**config.mk**
```make
export PLATFORM = sky130hd
export DESIGN_NAME = base64_stream_decoder_core
export DESIGN_NICKNAME = d
export VERILOG_FILES = /design/src/rtl/core/b64d_pkg.sv /design/src/rtl/core/base64_stream_decoder_core.sv /design/src/rtl/core/b64d_queue.sv /design/src/rtl/core/b64d_front.sv /design/src/rtl/core/b64d_back.sv
export SDC_FILE = /design/constraint.sdc
export NUM_CORES = 1
export LEC_CHECK = 0
export ABC_CLOCK_PERIOD_IN_PS = 3880
export BUFFER_PORTS_ARGS = -buffer_cell sky130_fd_sc_hd__clkbuf_2
export CELL_PAD_IN_SITES_DETAIL_PLACEMENT = 1
export CELL_PAD_IN_SITES_GLOBAL_PLACEMENT = 2
export CORE_MARGIN = 10
export CORE_UTILIZATION = 40
export DETAILED_ROUTE_END_ITERATION = 8
export GPL_TIMING_DRIVEN = 0
export PLACE_DENSITY_LB_ADDON = 0.1
export SLEW_MARGIN = 20
export SYNTH_ARGS = -nofsm -noshare
export SYNTH_HDL_FRONTEND = slang
export SYNTH_HIERARCHICAL = 1
export SYNTH_SLANG_ARGS = --single-unit
```
**constraint.sdc**
```tcl
create_clock -name i_clk -period 3.88 [get_ports i_clk]
set_clock_uncertainty 0.2 [all_clocks]
set_input_delay 0.776 -clock i_clk [delete_from_list [all_inputs] [get_ports i_clk]]
set_output_delay 0.776 -clock i_clk [all_outputs]
set_load 0.01 [all_outputs]
```
**src/rtl/core/b64d_pkg.sv**
```systemverilog
// ============================================================================
// b64d_pkg
// Types, character codes and the alphabet lookup of the base64 decoder.
// ============================================================================
package b64d_pkg;

    // Character codes of the standard alphabet
    localparam logic [7:0] CH_UP_A  = 8'h41;
    localparam logic [7:0] CH_UP_Z  = 8'h5A;
    localparam logic [7:0] CH_LO_A  = 8'h61;
    localparam logic [7:0] CH_LO_Z  = 8'h7A;
    localparam logic [7:0] CH_DIG_0 = 8'h30;
    localparam logic [7:0] CH_DIG_9 = 8'h39;
    localparam logic [7:0] CH_PLUS  = 8'h2B;
    localparam logic [7:0] CH_SLASH = 8'h2F;
    localparam logic [7:0] CH_PAD   = 8'h3D;

    // Sextet values that do not come from a letter offset
    localparam logic [5:0] SX_LO_BASE = 6'd26;
    localparam logic [5:0] SX_DIG_BASE = 6'd52;
    localparam logic [5:0] SX_PLUS = 6'd62;
    localparam logic [5:0] SX_SLASH = 6'd63;

    // Byte counts of a bundle
    localparam logic [1:0] CNT_NONE = 2'd0;
    localparam logic [1:0] CNT_ONE = 2'd1;
    localparam logic [1:0] CNT_TWO = 2'd2;
    localparam logic [1:0] CNT_THREE = 2'd3;

    typedef struct packed {
        logic [7:0] code_char;
        logic       final_char;
    } t_in_word;

    typedef struct packed {
        logic [7:0] data_byte;
        logic       run_last;
        logic       string_end;
    } t_out_word;

    // Decoded character
    typedef struct packed {
        logic       ok;
        logic [5:0] val;
    } t_sextet;

    // Bytes caused by one character, oldest in byte0
    typedef struct packed {
        logic [7:0] byte0;
        logic [7:0] byte1;
        logic [7:0] byte2;
        logic [1:0] cnt;
        logic       string_end;
    } t_bundle;

    // Front-to-queue write
    typedef struct packed {
        logic    valid;
        t_bundle bundle;
    } t_q_write;

    // Map one character to its sextet; ok is low outside the alphabet
    function automatic t_sextet sextet_of(input logic [7:0] c);
        t_sextet s;
        s.ok  = 1'b1;
        s.val = '0;
        if (c >= CH_UP_A && c <= CH_UP_Z) begin
            s.val = 6'(c - CH_UP_A);
        end else if (c >= CH_LO_A && c <= CH_LO_Z) begin
            s.val = 6'(c - CH_LO_A) + SX_LO_BASE;
        end else if (c >= CH_DIG_0 && c <= CH_DIG_9) begin
            s.val = 6'(c - CH_DIG_0) + SX_DIG_BASE;
        end else if (c == CH_PLUS) begin
            s.val = SX_PLUS;
        end else if (c == CH_SLASH) begin
            s.val = SX_SLASH;
        end else begin
            s.ok = 1'b0;
        end
        if (c == CH_PAD) begin
            s.ok = 1'b0;
        end
        return s;
    endfunction

endpackage

```
**src/rtl/core/base64_stream_decoder_core.sv**
```systemverilog
// ============================================================================
// base64_stream_decoder_core
// Base64 decoder: one encoded character in, zero to three bytes out.
// ============================================================================
//
//   channel   handshake          payload
//   --------  -----------------  ------------------------------------------
//   input     push / full        i_in_data  (code_char, final_char)
//   result    pop / empty        o_out_data (data_byte, run_last, string_end)
//
// A character is decoded in the cycle it is accepted; its bytes can be popped
// from the next cycle on. Up to one character and one byte move per cycle.
// The back end emits one byte per cycle while pop is high, so a complete group holds
// its queue entry until all three of its bytes are popped; full rises when QDEPTH bundles are waiting.
// Synchronous reset clears decoder state and empties the queue.
// ============================================================================
module base64_stream_decoder_core #(
    parameter int QDEPTH = 4
) (
    input  logic                i_clk,
    input  logic                i_rst_n,
    input  logic                push,
    output logic                full,
    input  b64d_pkg::t_in_word  i_in_data,
    output logic                empty,
    input  logic                pop,
    output b64d_pkg::t_out_word o_out_data
);
    import b64d_pkg::*;

    t_q_write q_wr;
    t_bundle  q_head;
    logic     q_full, q_empty, q_pop;
    logic     take;

    assign full = q_full;
    assign take = push && !q_full;

    b64d_front u_front (
        .i_clk   (i_clk),
        .i_rst_n (i_rst_n),
        .i_take  (take),
        .i_in    (i_in_data),
        .o_wr    (q_wr)
    );

    b64d_queue #(
        .DEPTH (QDEPTH)
    ) u_queue (
        .i_clk   (i_clk),
        .i_rst_n (i_rst_n),
        .i_wr    (q_wr),
        .i_rd    (q_pop),
        .o_head  (q_head),
        .o_full  (q_full),
        .o_empty (q_empty)
    );

    b64d_back u_back (
        .i_clk     (i_clk),
        .i_rst_n   (i_rst_n),
        .i_head    (q_head),
        .i_q_empty (q_empty),
        .o_q_pop   (q_pop),
        .i_pop     (pop),
        .o_empty   (empty),
        .o_out     (o_out_data)
    );

endmodule

```
**src/rtl/core/b64d_queue.sv**
```systemverilog
// ============================================================================
// b64d_queue
// Short first-in first-out queue of byte bundles between front and back.
// ============================================================================
module b64d_queue #(
    parameter int DEPTH = 4
) (
    input  logic              i_clk,
    input  logic              i_rst_n,
    input  b64d_pkg::t_q_write i_wr,
    input  logic              i_rd,
    output b64d_pkg::t_bundle o_head,
    output logic              o_full,
    output logic              o_empty
);
    import b64d_pkg::*;

    localparam int PW = (DEPTH > 1) ? $clog2(DEPTH) : 1;
    localparam int CW = $clog2(DEPTH + 1);
    localparam logic [PW-1:0] PTR_LAST = PW'(DEPTH - 1);
    localparam logic [CW-1:0] CNT_FULL = CW'(DEPTH);

    t_bundle       r_mem [DEPTH];
    logic [PW-1:0] r_wr_ptr, n_wr_ptr;
    logic [PW-1:0] r_rd_ptr, n_rd_ptr;
    logic [CW-1:0] r_count, n_count;
    logic          wr_en, rd_en;

    assign wr_en   = i_wr.valid && !o_full;
    assign rd_en   = i_rd && !o_empty;
    assign o_full  = (r_count == CNT_FULL);
    assign o_empty = (r_count == '0);
    assign o_head  = r_mem[r_rd_ptr];

    // Advance pointers and fill level
    always_comb begin
        n_wr_ptr = r_wr_ptr;
        n_rd_ptr = r_rd_ptr;
        n_count  = r_count;
        if (wr_en) begin
            n_wr_ptr = (r_wr_ptr == PTR_LAST) ? '0 : r_wr_ptr + 1'b1;
        end
        if (rd_en) begin
            n_rd_ptr = (r_rd_ptr == PTR_LAST) ? '0 : r_rd_ptr + 1'b1;
        end
        if (wr_en && !rd_en) begin
            n_count = r_count + 1'b1;
        end else if (rd_en && !wr_en) begin
            n_count = r_count - 1'b1;
        end
    end

    always_ff @(posedge i_clk) begin
        if (!i_rst_n) begin
            r_wr_ptr <= '0;
            r_rd_ptr <= '0;
            r_count  <= '0;
        end else begin
            r_wr_ptr <= n_wr_ptr;
            r_rd_ptr <= n_rd_ptr;
            r_count  <= n_count;
        end
    end

    // Store bundle payload
    always_ff @(posedge i_clk) begin
        if (wr_en) begin
            r_mem[r_wr_ptr] <= i_wr.bundle;
        end
    end

endmodule

```
**src/rtl/core/b64d_front.sv**
```systemverilog
// ============================================================================
// b64d_front
// Classifies each character, collects sextets and forms the byte bundle.
// ============================================================================
module b64d_front (
    input  logic               i_clk,
    input  logic               i_rst_n,
    input  logic               i_take,
    input  b64d_pkg::t_in_word i_in,
    output b64d_pkg::t_q_write o_wr
);
    import b64d_pkg::*;

    logic [17:0] r_store, n_store;
    logic [1:0]  r_count, n_count;
    logic        r_halted, n_halted;
    t_sextet     dec;
    logic [23:0] full_grp;
    t_bundle     bnd;

    assign dec      = sextet_of(i_in.code_char);
    assign full_grp = {r_store, dec.val};

    // Decode one character, halt on one outside the alphabet and flush on the final one
    always_comb begin
        n_store  = r_store;
        n_count  = r_count;
        n_halted = r_halted;
        bnd      = '0;
        if (!r_halted) begin
            if (!dec.ok) begin
                n_halted = 1'b1;
            end else if (r_count == CNT_THREE) begin
                bnd.byte0 = full_grp[23:16];
                bnd.byte1 = full_grp[15:8];
                bnd.byte2 = full_grp[7:0];
                bnd.cnt   = CNT_THREE;
                n_store   = '0;
                n_count   = CNT_NONE;
            end else begin
                n_store = {r_store[11:0], dec.val};
                n_count = r_count + 1'b1;
            end
        end
        if (i_in.final_char) begin
            if (n_count == CNT_TWO) begin
                bnd.byte0 = n_store[11:4];
                bnd.cnt   = CNT_ONE;
            end else if (n_count == CNT_THREE) begin
                bnd.byte0 = n_store[17:10];
                bnd.byte1 = n_store[9:2];
                bnd.cnt   = CNT_TWO;
            end
            bnd.string_end = 1'b1;
            n_store        = '0;
            n_count        = CNT_NONE;
            n_halted       = 1'b0;
        end
    end

    assign o_wr.valid  = i_take && (bnd.cnt != CNT_NONE);
    assign o_wr.bundle = bnd;

    // Hold decoder state between accepted characters
    always_ff @(posedge i_clk) begin
        if (!i_rst_n) begin
            r_store  <= '0;
            r_count  <= CNT_NONE;
            r_halted <= 1'b0;
        end else if (i_take) begin
            r_store  <= n_store;
            r_count  <= n_count;
            r_halted <= n_halted;
        end
    end

endmodule

```
**src/rtl/core/b64d_back.sv**
```systemverilog
// ============================================================================
// b64d_back
// Splits the queue's head bundle into one output word per byte.
// ============================================================================
module b64d_back (
    input  logic                i_clk,
    input  logic                i_rst_n,
    input  b64d_pkg::t_bundle   i_head,
    input  logic                i_q_empty,
    output logic                o_q_pop,
    input  logic                i_pop,
    output logic                o_empty,
    output b64d_pkg::t_out_word o_out
);
    import b64d_pkg::*;

    logic [1:0] r_idx, n_idx;
    logic       last;

    assign o_empty = i_q_empty;
    assign last    = (r_idx == 2'(i_head.cnt - 2'd1));

    // Select the current byte of the head bundle
    always_comb begin
        unique case (r_idx)
            2'd0:    o_out.data_byte = i_head.byte0;
            2'd1:    o_out.data_byte = i_head.byte1;
            default: o_out.data_byte = i_head.byte2;
        endcase
        o_out.run_last   = last;
        o_out.string_end = last && i_head.string_end;
    end

    // Advance through the bundle, drop it after its last byte
    always_comb begin
        n_idx   = r_idx;
        o_q_pop = 1'b0;
        if (i_pop && !i_q_empty) begin
            if (last) begin
                o_q_pop = 1'b1;
                n_idx   = '0;
            end else begin
                n_idx = r_idx + 1'b1;
            end
        end
    end

    always_ff @(posedge i_clk) begin
        if (!i_rst_n) begin
            r_idx <= '0;
        end else begin
            r_idx <= n_idx;
        end
    end

endmodule

```
# [Yosys cells after proc, flatten, opt, wreduce, memory -nomap -nowiden]
# Memories as Yosys holds them, arrays and structs flattened. A register that Yosys moved wholly into a read port is not among the register bits.
# Cells that the tools add are included.
[op_classes] n_addsub=12 n_mul=0 n_div=0 magnitude_cmp=6 n_eq_ne=12 n_shift=0 mux=44 bitwise=0 n_reduce_logical=21
[ops] operator="$mux 26" n=3
[ops] operator="$mux 18" n=4
[ops] operator="$mux 16" n=2
[ops] operator="$mux 6" n=5
[ops] operator="$eq 8x6->1 const B" n=3
[ops] operator="$mux 2" n=11
[ops] operator="$ge 8x7->1 const B" n=2
[ops] operator="$le 8x7->1 const B" n=2
[ops] operator="$mux 8" n=2
[ops] operator="$pmux 8 s2" n=1
[ops] operator="$mux 1" n=13
[ops] operator="$sub 6x6->6 const B" n=2
[ops] operator="$logic_and 1x1->1" n=11
[ops] operator="$eq 2x2->1 const B" n=5
[ops] operator="$mux 3" n=3
[ops] operator="$add 2x1->2 const B" n=4
[ops] operator="$ge 8x6->1 const B" n=1
[ops] operator="$le 8x6->1 const B" n=1
[ops] operator="$add 6x5->6 const B" n=1
[ops] operator="$add 6x6->6 const B" n=1
[ops] operator="$reduce_bool 2->1" n=3
[ops] operator="$sub 6x1->6 const B" n=1
[ops] operator="$logic_not 1->1" n=4
[ops] operator="$add 3x1->3 const B" n=1
[ops] operator="9 further kinds" n=9
[totals] regBits=30 latchBits=0 ram_bits=108 rom_bits=0 output_inout_bits=12 elab_cells=104 mem_count=1
[mem_list] memory="u_queue.r_mem" words=4 width=27 rd=1 rd_clocked_by_memory_dff=1 wr=1 line="b64d_queue.sv:23" text="t_bundle r_mem [DEPTH];"

# [Depth between registers and ports, before layout]
[depth] word_depth=20 depth_mapped=18 mapped_depth_nobuf=15

# [Hierarchy]
# Netlist, hierarchy kept.
[by_module_without_submodules] mod="b64d_queue" n_inst=1 cells_each=192 area_per_inst_um2=4424.2
[by_module_without_submodules] mod="b64d_front" n_inst=1 cells_each=270 area_per_inst_um2=2165.8
[by_module_without_submodules] mod="b64d_back" n_inst=1 cells_each=48 area_per_inst_um2=306.5
[by_module_without_submodules] mod="base64_stream_decoder_core" n_inst=1 cells_each=1 area_per_inst_um2=13.8

# [Least setup slack after synthesis]
# No wires, ideal clock.
[synth_timing] path_kind="input port to flip-flop" startpoint="input port i_in_data[4] (netlist name)" endpoint="register u_queue.r_count[2]" t_arrival_ns=3.777 t_required_ns=3.604 slack_ns=-0.173 path_stages=18 cell_sequence="buf_4 -> inv_1 -> ha_1 -> and2_1 -> a22o_1 -> o211ai_2 -> a21oi_4 -> buf_4 -> a21oi_1 -> a21oi_1 -> nor2b_1 -> buf_2 -> ha_1 -> inv_1 -> fa_1 -> xor2_1 -> or3_1 -> a21boi_0"
[synth_lines] item="start, declared" line="base64_stream_decoder_core.sv:24" text="input b64d_pkg::t_in_word i_in_data,"
[synth_lines] item="end signal, assigned" line="b64d_queue.sv:61" text="r_count <= n_count;"
[synth_lines] item="end, declared" line="b64d_queue.sv:26" text="logic [CW-1:0] r_count, n_count;"

==> results.toml <==
[status]
status = "finished clean"

[cts]
path_clk_slew_ps = 60
cts_tree = "done"
cts_hold_buf = 0
clock_latency_ps = 410
root_buffer = "clkbuf_16"
cts_max_level = 4
cts_buffers = 17
cts.sinks = 140
max-clock-path-buffers = 2

[grt]
grt_use_total_pct = 16.7
use_met3_pct = 2.86
grt_pass1_vias = 5002
grt.busiest_layer = "met2"
grt.met2_usage_pct = 28.0
use_met1_pct = 21.3
grt_pass1_wl_um = 29300
grt_max_degree = 27
grt-ovfl-total = 0
antenna_found_initial = 0

[drt]
vias = 4712
drcViolationCount = 0
firstDrtPassIters = 5
antenna_left = 0
wl_per_cell_um = 22.9
drtIter0Drc = 309
drt_wl_total_um = 18600
via_per_inst = 5.80

[setup_path]
worst_setup_path_end_kind = "flop"
ff2ff_path_depth = 13
critPathCapture = "u_queue/r_count[2]"
worstReg2RegEnd = "u_queue/r_count[2]"
path_cells = "clkbuf_2 -> buf_6 -> or3b_4 -> nor3_4 -> o211ai_4 -> a21oi_4 -> buf_8 -> a21oi_2 -> a21oi_1 -> nor2b_1 -> buf_4 -> ha_4 -> inv_1 -> fa_2 -> xor2_1 -> or3_1 -> a21boi_1"
path_class = "in2reg"
worstSetupStartpoint = "i_in_data[4]"
rrSetupSlack_ps = 350
cp_slowest_cell = "or3b_4"
timing.rr.start = "u_front/r_count[1]"
worstPathArrival_ps = 3880
startpoint_type = "input port"
worstPathMaxFanout = 6
cp_data_required_time_ps = 4020
cpPeakStageDelay_ps = 410

[power]
irDropWorstVdd_mv = 0.292
clkPwrFrac_pct = 49.5
p_leak_nw = 2.95
power.density_nw_per_um2 = 425
p_switching_w = 0.000708
power_w = 0.00355
p_comb_share_pct = 5.5
p_seq_share_pct = 45.0
switching_share_pct = 19.9
p_int_w = 0.00284

[worst_hold_path]
hp-class = "reg2reg"

[layout]
n_fill_cell = 1695
postLayoutCellArea_um2 = 8370
syn_to_final_growth_pct = 21.1
antenna_cells = 0
drive_gt1_share_pct = 26.9
register_area_um2 = 3880
multi_input_area_um2 = 2870
nNetsFinal = 611

[timing]
period_minus_slack_ps = 3740
relSlewSlack_pct = 43.1
timing_hold_violations_final = 0
setup_violations = 0
tightest_slew_ps = 848
post-route-period-util_pct = 96.3
fmax_mhz = 268
drv_slew = 0

[synth]
yosys_warnings = 6
yosys.area.top_type = "edfxtp_1"
ys_types = 79
synth_fp_nets = 543
synth_edf_count = 108
synthArstFlopShare_pct = 0
yosysSeqAreaShare_pct = 56.2
avgSynthCellArea_um2 = 13.5
netlist.area_leader.share_pct = 46.9
synthCells = 511
synthFlopType = "edfxtp_1"
netlist_top_cells_area = "edfxtp_1 47%, dfxtp_1 9.3%, mux4_2 6.5%"
synth-seq-cells = 140
syn_area_um2 = 6910

[placement]
place.gp.congestion = 0.850
portBuffers = 22
dp_hpwl_um = 12700
dpl_cell_area_um2 = 7470

[flow_run]
cap_viol_max_count = 0

[floorplanning]
die_area_um2 = 22900
core.rowCount = 47
initial_utilization_pct = 41.2
core_area_um2 = 16800
die_h_um = 151
io_pins = 25
die_w_um = 151
## power groups by stage
stage	registers [W]	logic (W)	clock network, W
5_1_grt	0.00160	0.000210	0.00186
4_1_cts	0.00160	0.000172	0.00180
3_5_place_dp	0.00163	0.000163	0
2_1_floorplan	0.00163	0.000109	0
6_report	0.00160	0.000195	0.00176
3_3_place_gp	0.00163	0.000161	0
## worst min-delay path by stage
stage | start | slack (ps) | end | cells after the start
2_1_floorplan | u_front/r_store[17] | 260 | u_front/r_store[17] | 2
3_3_place_gp | u_front/r_store[17] | 270 | u_front/r_store[17] | 2
3_5_place_dp | u_front/r_store[3] | 290 | u_front/r_store[3] | 2
4_1_cts | u_front/r_store[3] | 290 | u_front/r_store[3] | 2
5_1_grt | u_front/r_store[3] | 330 | u_front/r_store[3] | 2
6_report | u_front/r_store[3] | 300 | u_front/r_store[3] | 2
## synthesized netlist by cell type, types with 3 or more instances
library cell / count
ha_1: 18
nor4_1: 3
mux2i_1: 6
nor3_2: 3
nand2b_1: 6
nand3_1: 20
a21boi_0: 7
o21ai_0: 19
buf_4: 6
inv_1: 23
buf_2: 8
nor2b_1: 11
edfxtp_1: 108
mux4_2: 20
o221ai_1: 4
o211ai_1: 4
mux4_1: 7
and2_1: 9
nand2_1: 39
o2bb2ai_1: 4
clkbuf_1: 12
o22ai_1: 4
nand4b_1: 3
nor2_1: 13
nand4_1: 7
nor3_1: 7
a21boi_1: 4
a21oi_1: 9
a22oi_1: 8
xnor2_1: 6
a22o_1: 8
a32o_1: 12
dfxtp_1: 32
and3_1: 3
## worst max-delay path: cells and delay by family
family / cells / cell delay [ps]
AO/OA/AOI/OAI: 5 / 760
XOR/XNOR: 1 / 160
buffers and inverters: 5 / 630
AND/OR/NAND/NOR: 4 / 1090
adder cells (fa/ha/maj): 2 / 470
## state kept, by name, summed over array words and instances, names as in the netlist, named ones only
name              flops
u_queue/r_mem       108
u_front/r_store      18
u_queue/r_count       3
u_back/r_idx          2
u_front/r_count       2
u_queue/r_rd_ptr      2
u_queue/r_wr_ptr      2
u_front/r_halted      1
## layout make-up
cell class / count / share of cell area [%]
Buffer: 31 / 2.59
Clock buffer: 21 / 5.50
Clock inverter: 11 / 2.27
Inverter: 23 / 1.08
Multi-Input combinational cell: 317 / 34.3
Sequential cell: 140 / 46.4
Tap cell: 220 / 3.29
Timing Repair Buffer: 49 / 4.57
## layout by cell type (no fill, tap or decap), types with 5 or more instances in the layout
| cell | synthesis | routed |
|---|---|---|
| mux4_1 | 7 | 7 |
| xnor2_1 | 6 | 6 |
| dfxtp_1 | 32 | 32 |
| clkbuf_2 | 0 | 19 |
| nand4_1 | 7 | 7 |
| nand2_1 | 39 | 39 |
| nand3_1 | 20 | 20 |
| a21oi_1 | 9 | 8 |
| bufinv_16 | 0 | 5 |
| nor2b_1 | 11 | 10 |
| o21ai_0 | 19 | 18 |
| a21boi_1 | 4 | 5 |
| buf_4 | 6 | 28 |
| edfxtp_1 | 108 | 108 |
| a22oi_1 | 8 | 8 |
| clkbuf_1 | 12 | 14 |
| mux2i_1 | 6 | 6 |
| clkbuf_16 | 0 | 17 |
| a21boi_0 | 7 | 6 |
| a22o_1 | 8 | 7 |
| nand2b_1 | 6 | 6 |
| buf_2 | 8 | 6 |
| nor2_1 | 13 | 13 |
| nor3_1 | 7 | 6 |
| mux4_2 | 20 | 20 |
| buf_12 | 2 | 7 |
| a32o_1 | 12 | 12 |
| ha_1 | 18 | 13 |
| inv_1 | 23 | 22 |
## through the flow
step | std cells | worst slack [ps] | hold slack (ps) | setup TNS, ps | util, %
final | 812 | 144 | 299 | 0 | 49.9
after global routing | 812 | -11.6 | 328 | -11.6 | 49.9
after CTS | 798 | 18.3 | 294 | 0 | 48.9
after detailed placement | 757 | -762 | 290 | -33410 | 44.6
after global placement | 753 | -1200 | 274 | -129290 | 44.1
after floorplan | 511 | 8.75 | 256 | 0 | -
## cells by family (layout without fill, tap and decap cells)
kind of cell               count (synthesis)  count (layout)  share of synthesized area (%)
muxes                                     34              34                           10.2
AOI/OAI and AO/OA                        122             122                           14.4
and+or+nand+nor                          134             134                           10.5
adders and majority gates                 19              19                           3.55
buffers and inverters                     54             135                           4.09
DFF                                      140             140                           56.2
xor gates and xnor gates                   8               8                           1.01
## layer usage
metal	up-vias	share of wire, %
li1	2151	-
met1	2435	44
met2	101	50
met3	25	3.4
met4	0	2.3
met5	-	0
## what timing repair did
action / 4_1_cts / 5_1_grt
gates cloned: 0 / 0
endpoints found under the hold margin: 0 / 0
setup endpoints to repair: 2 / 2
pin swaps: 4 / 11
buffers inserted: 9 / 14
gates resized for setup: 3 / 18
(Power assumes the default switching activity.)
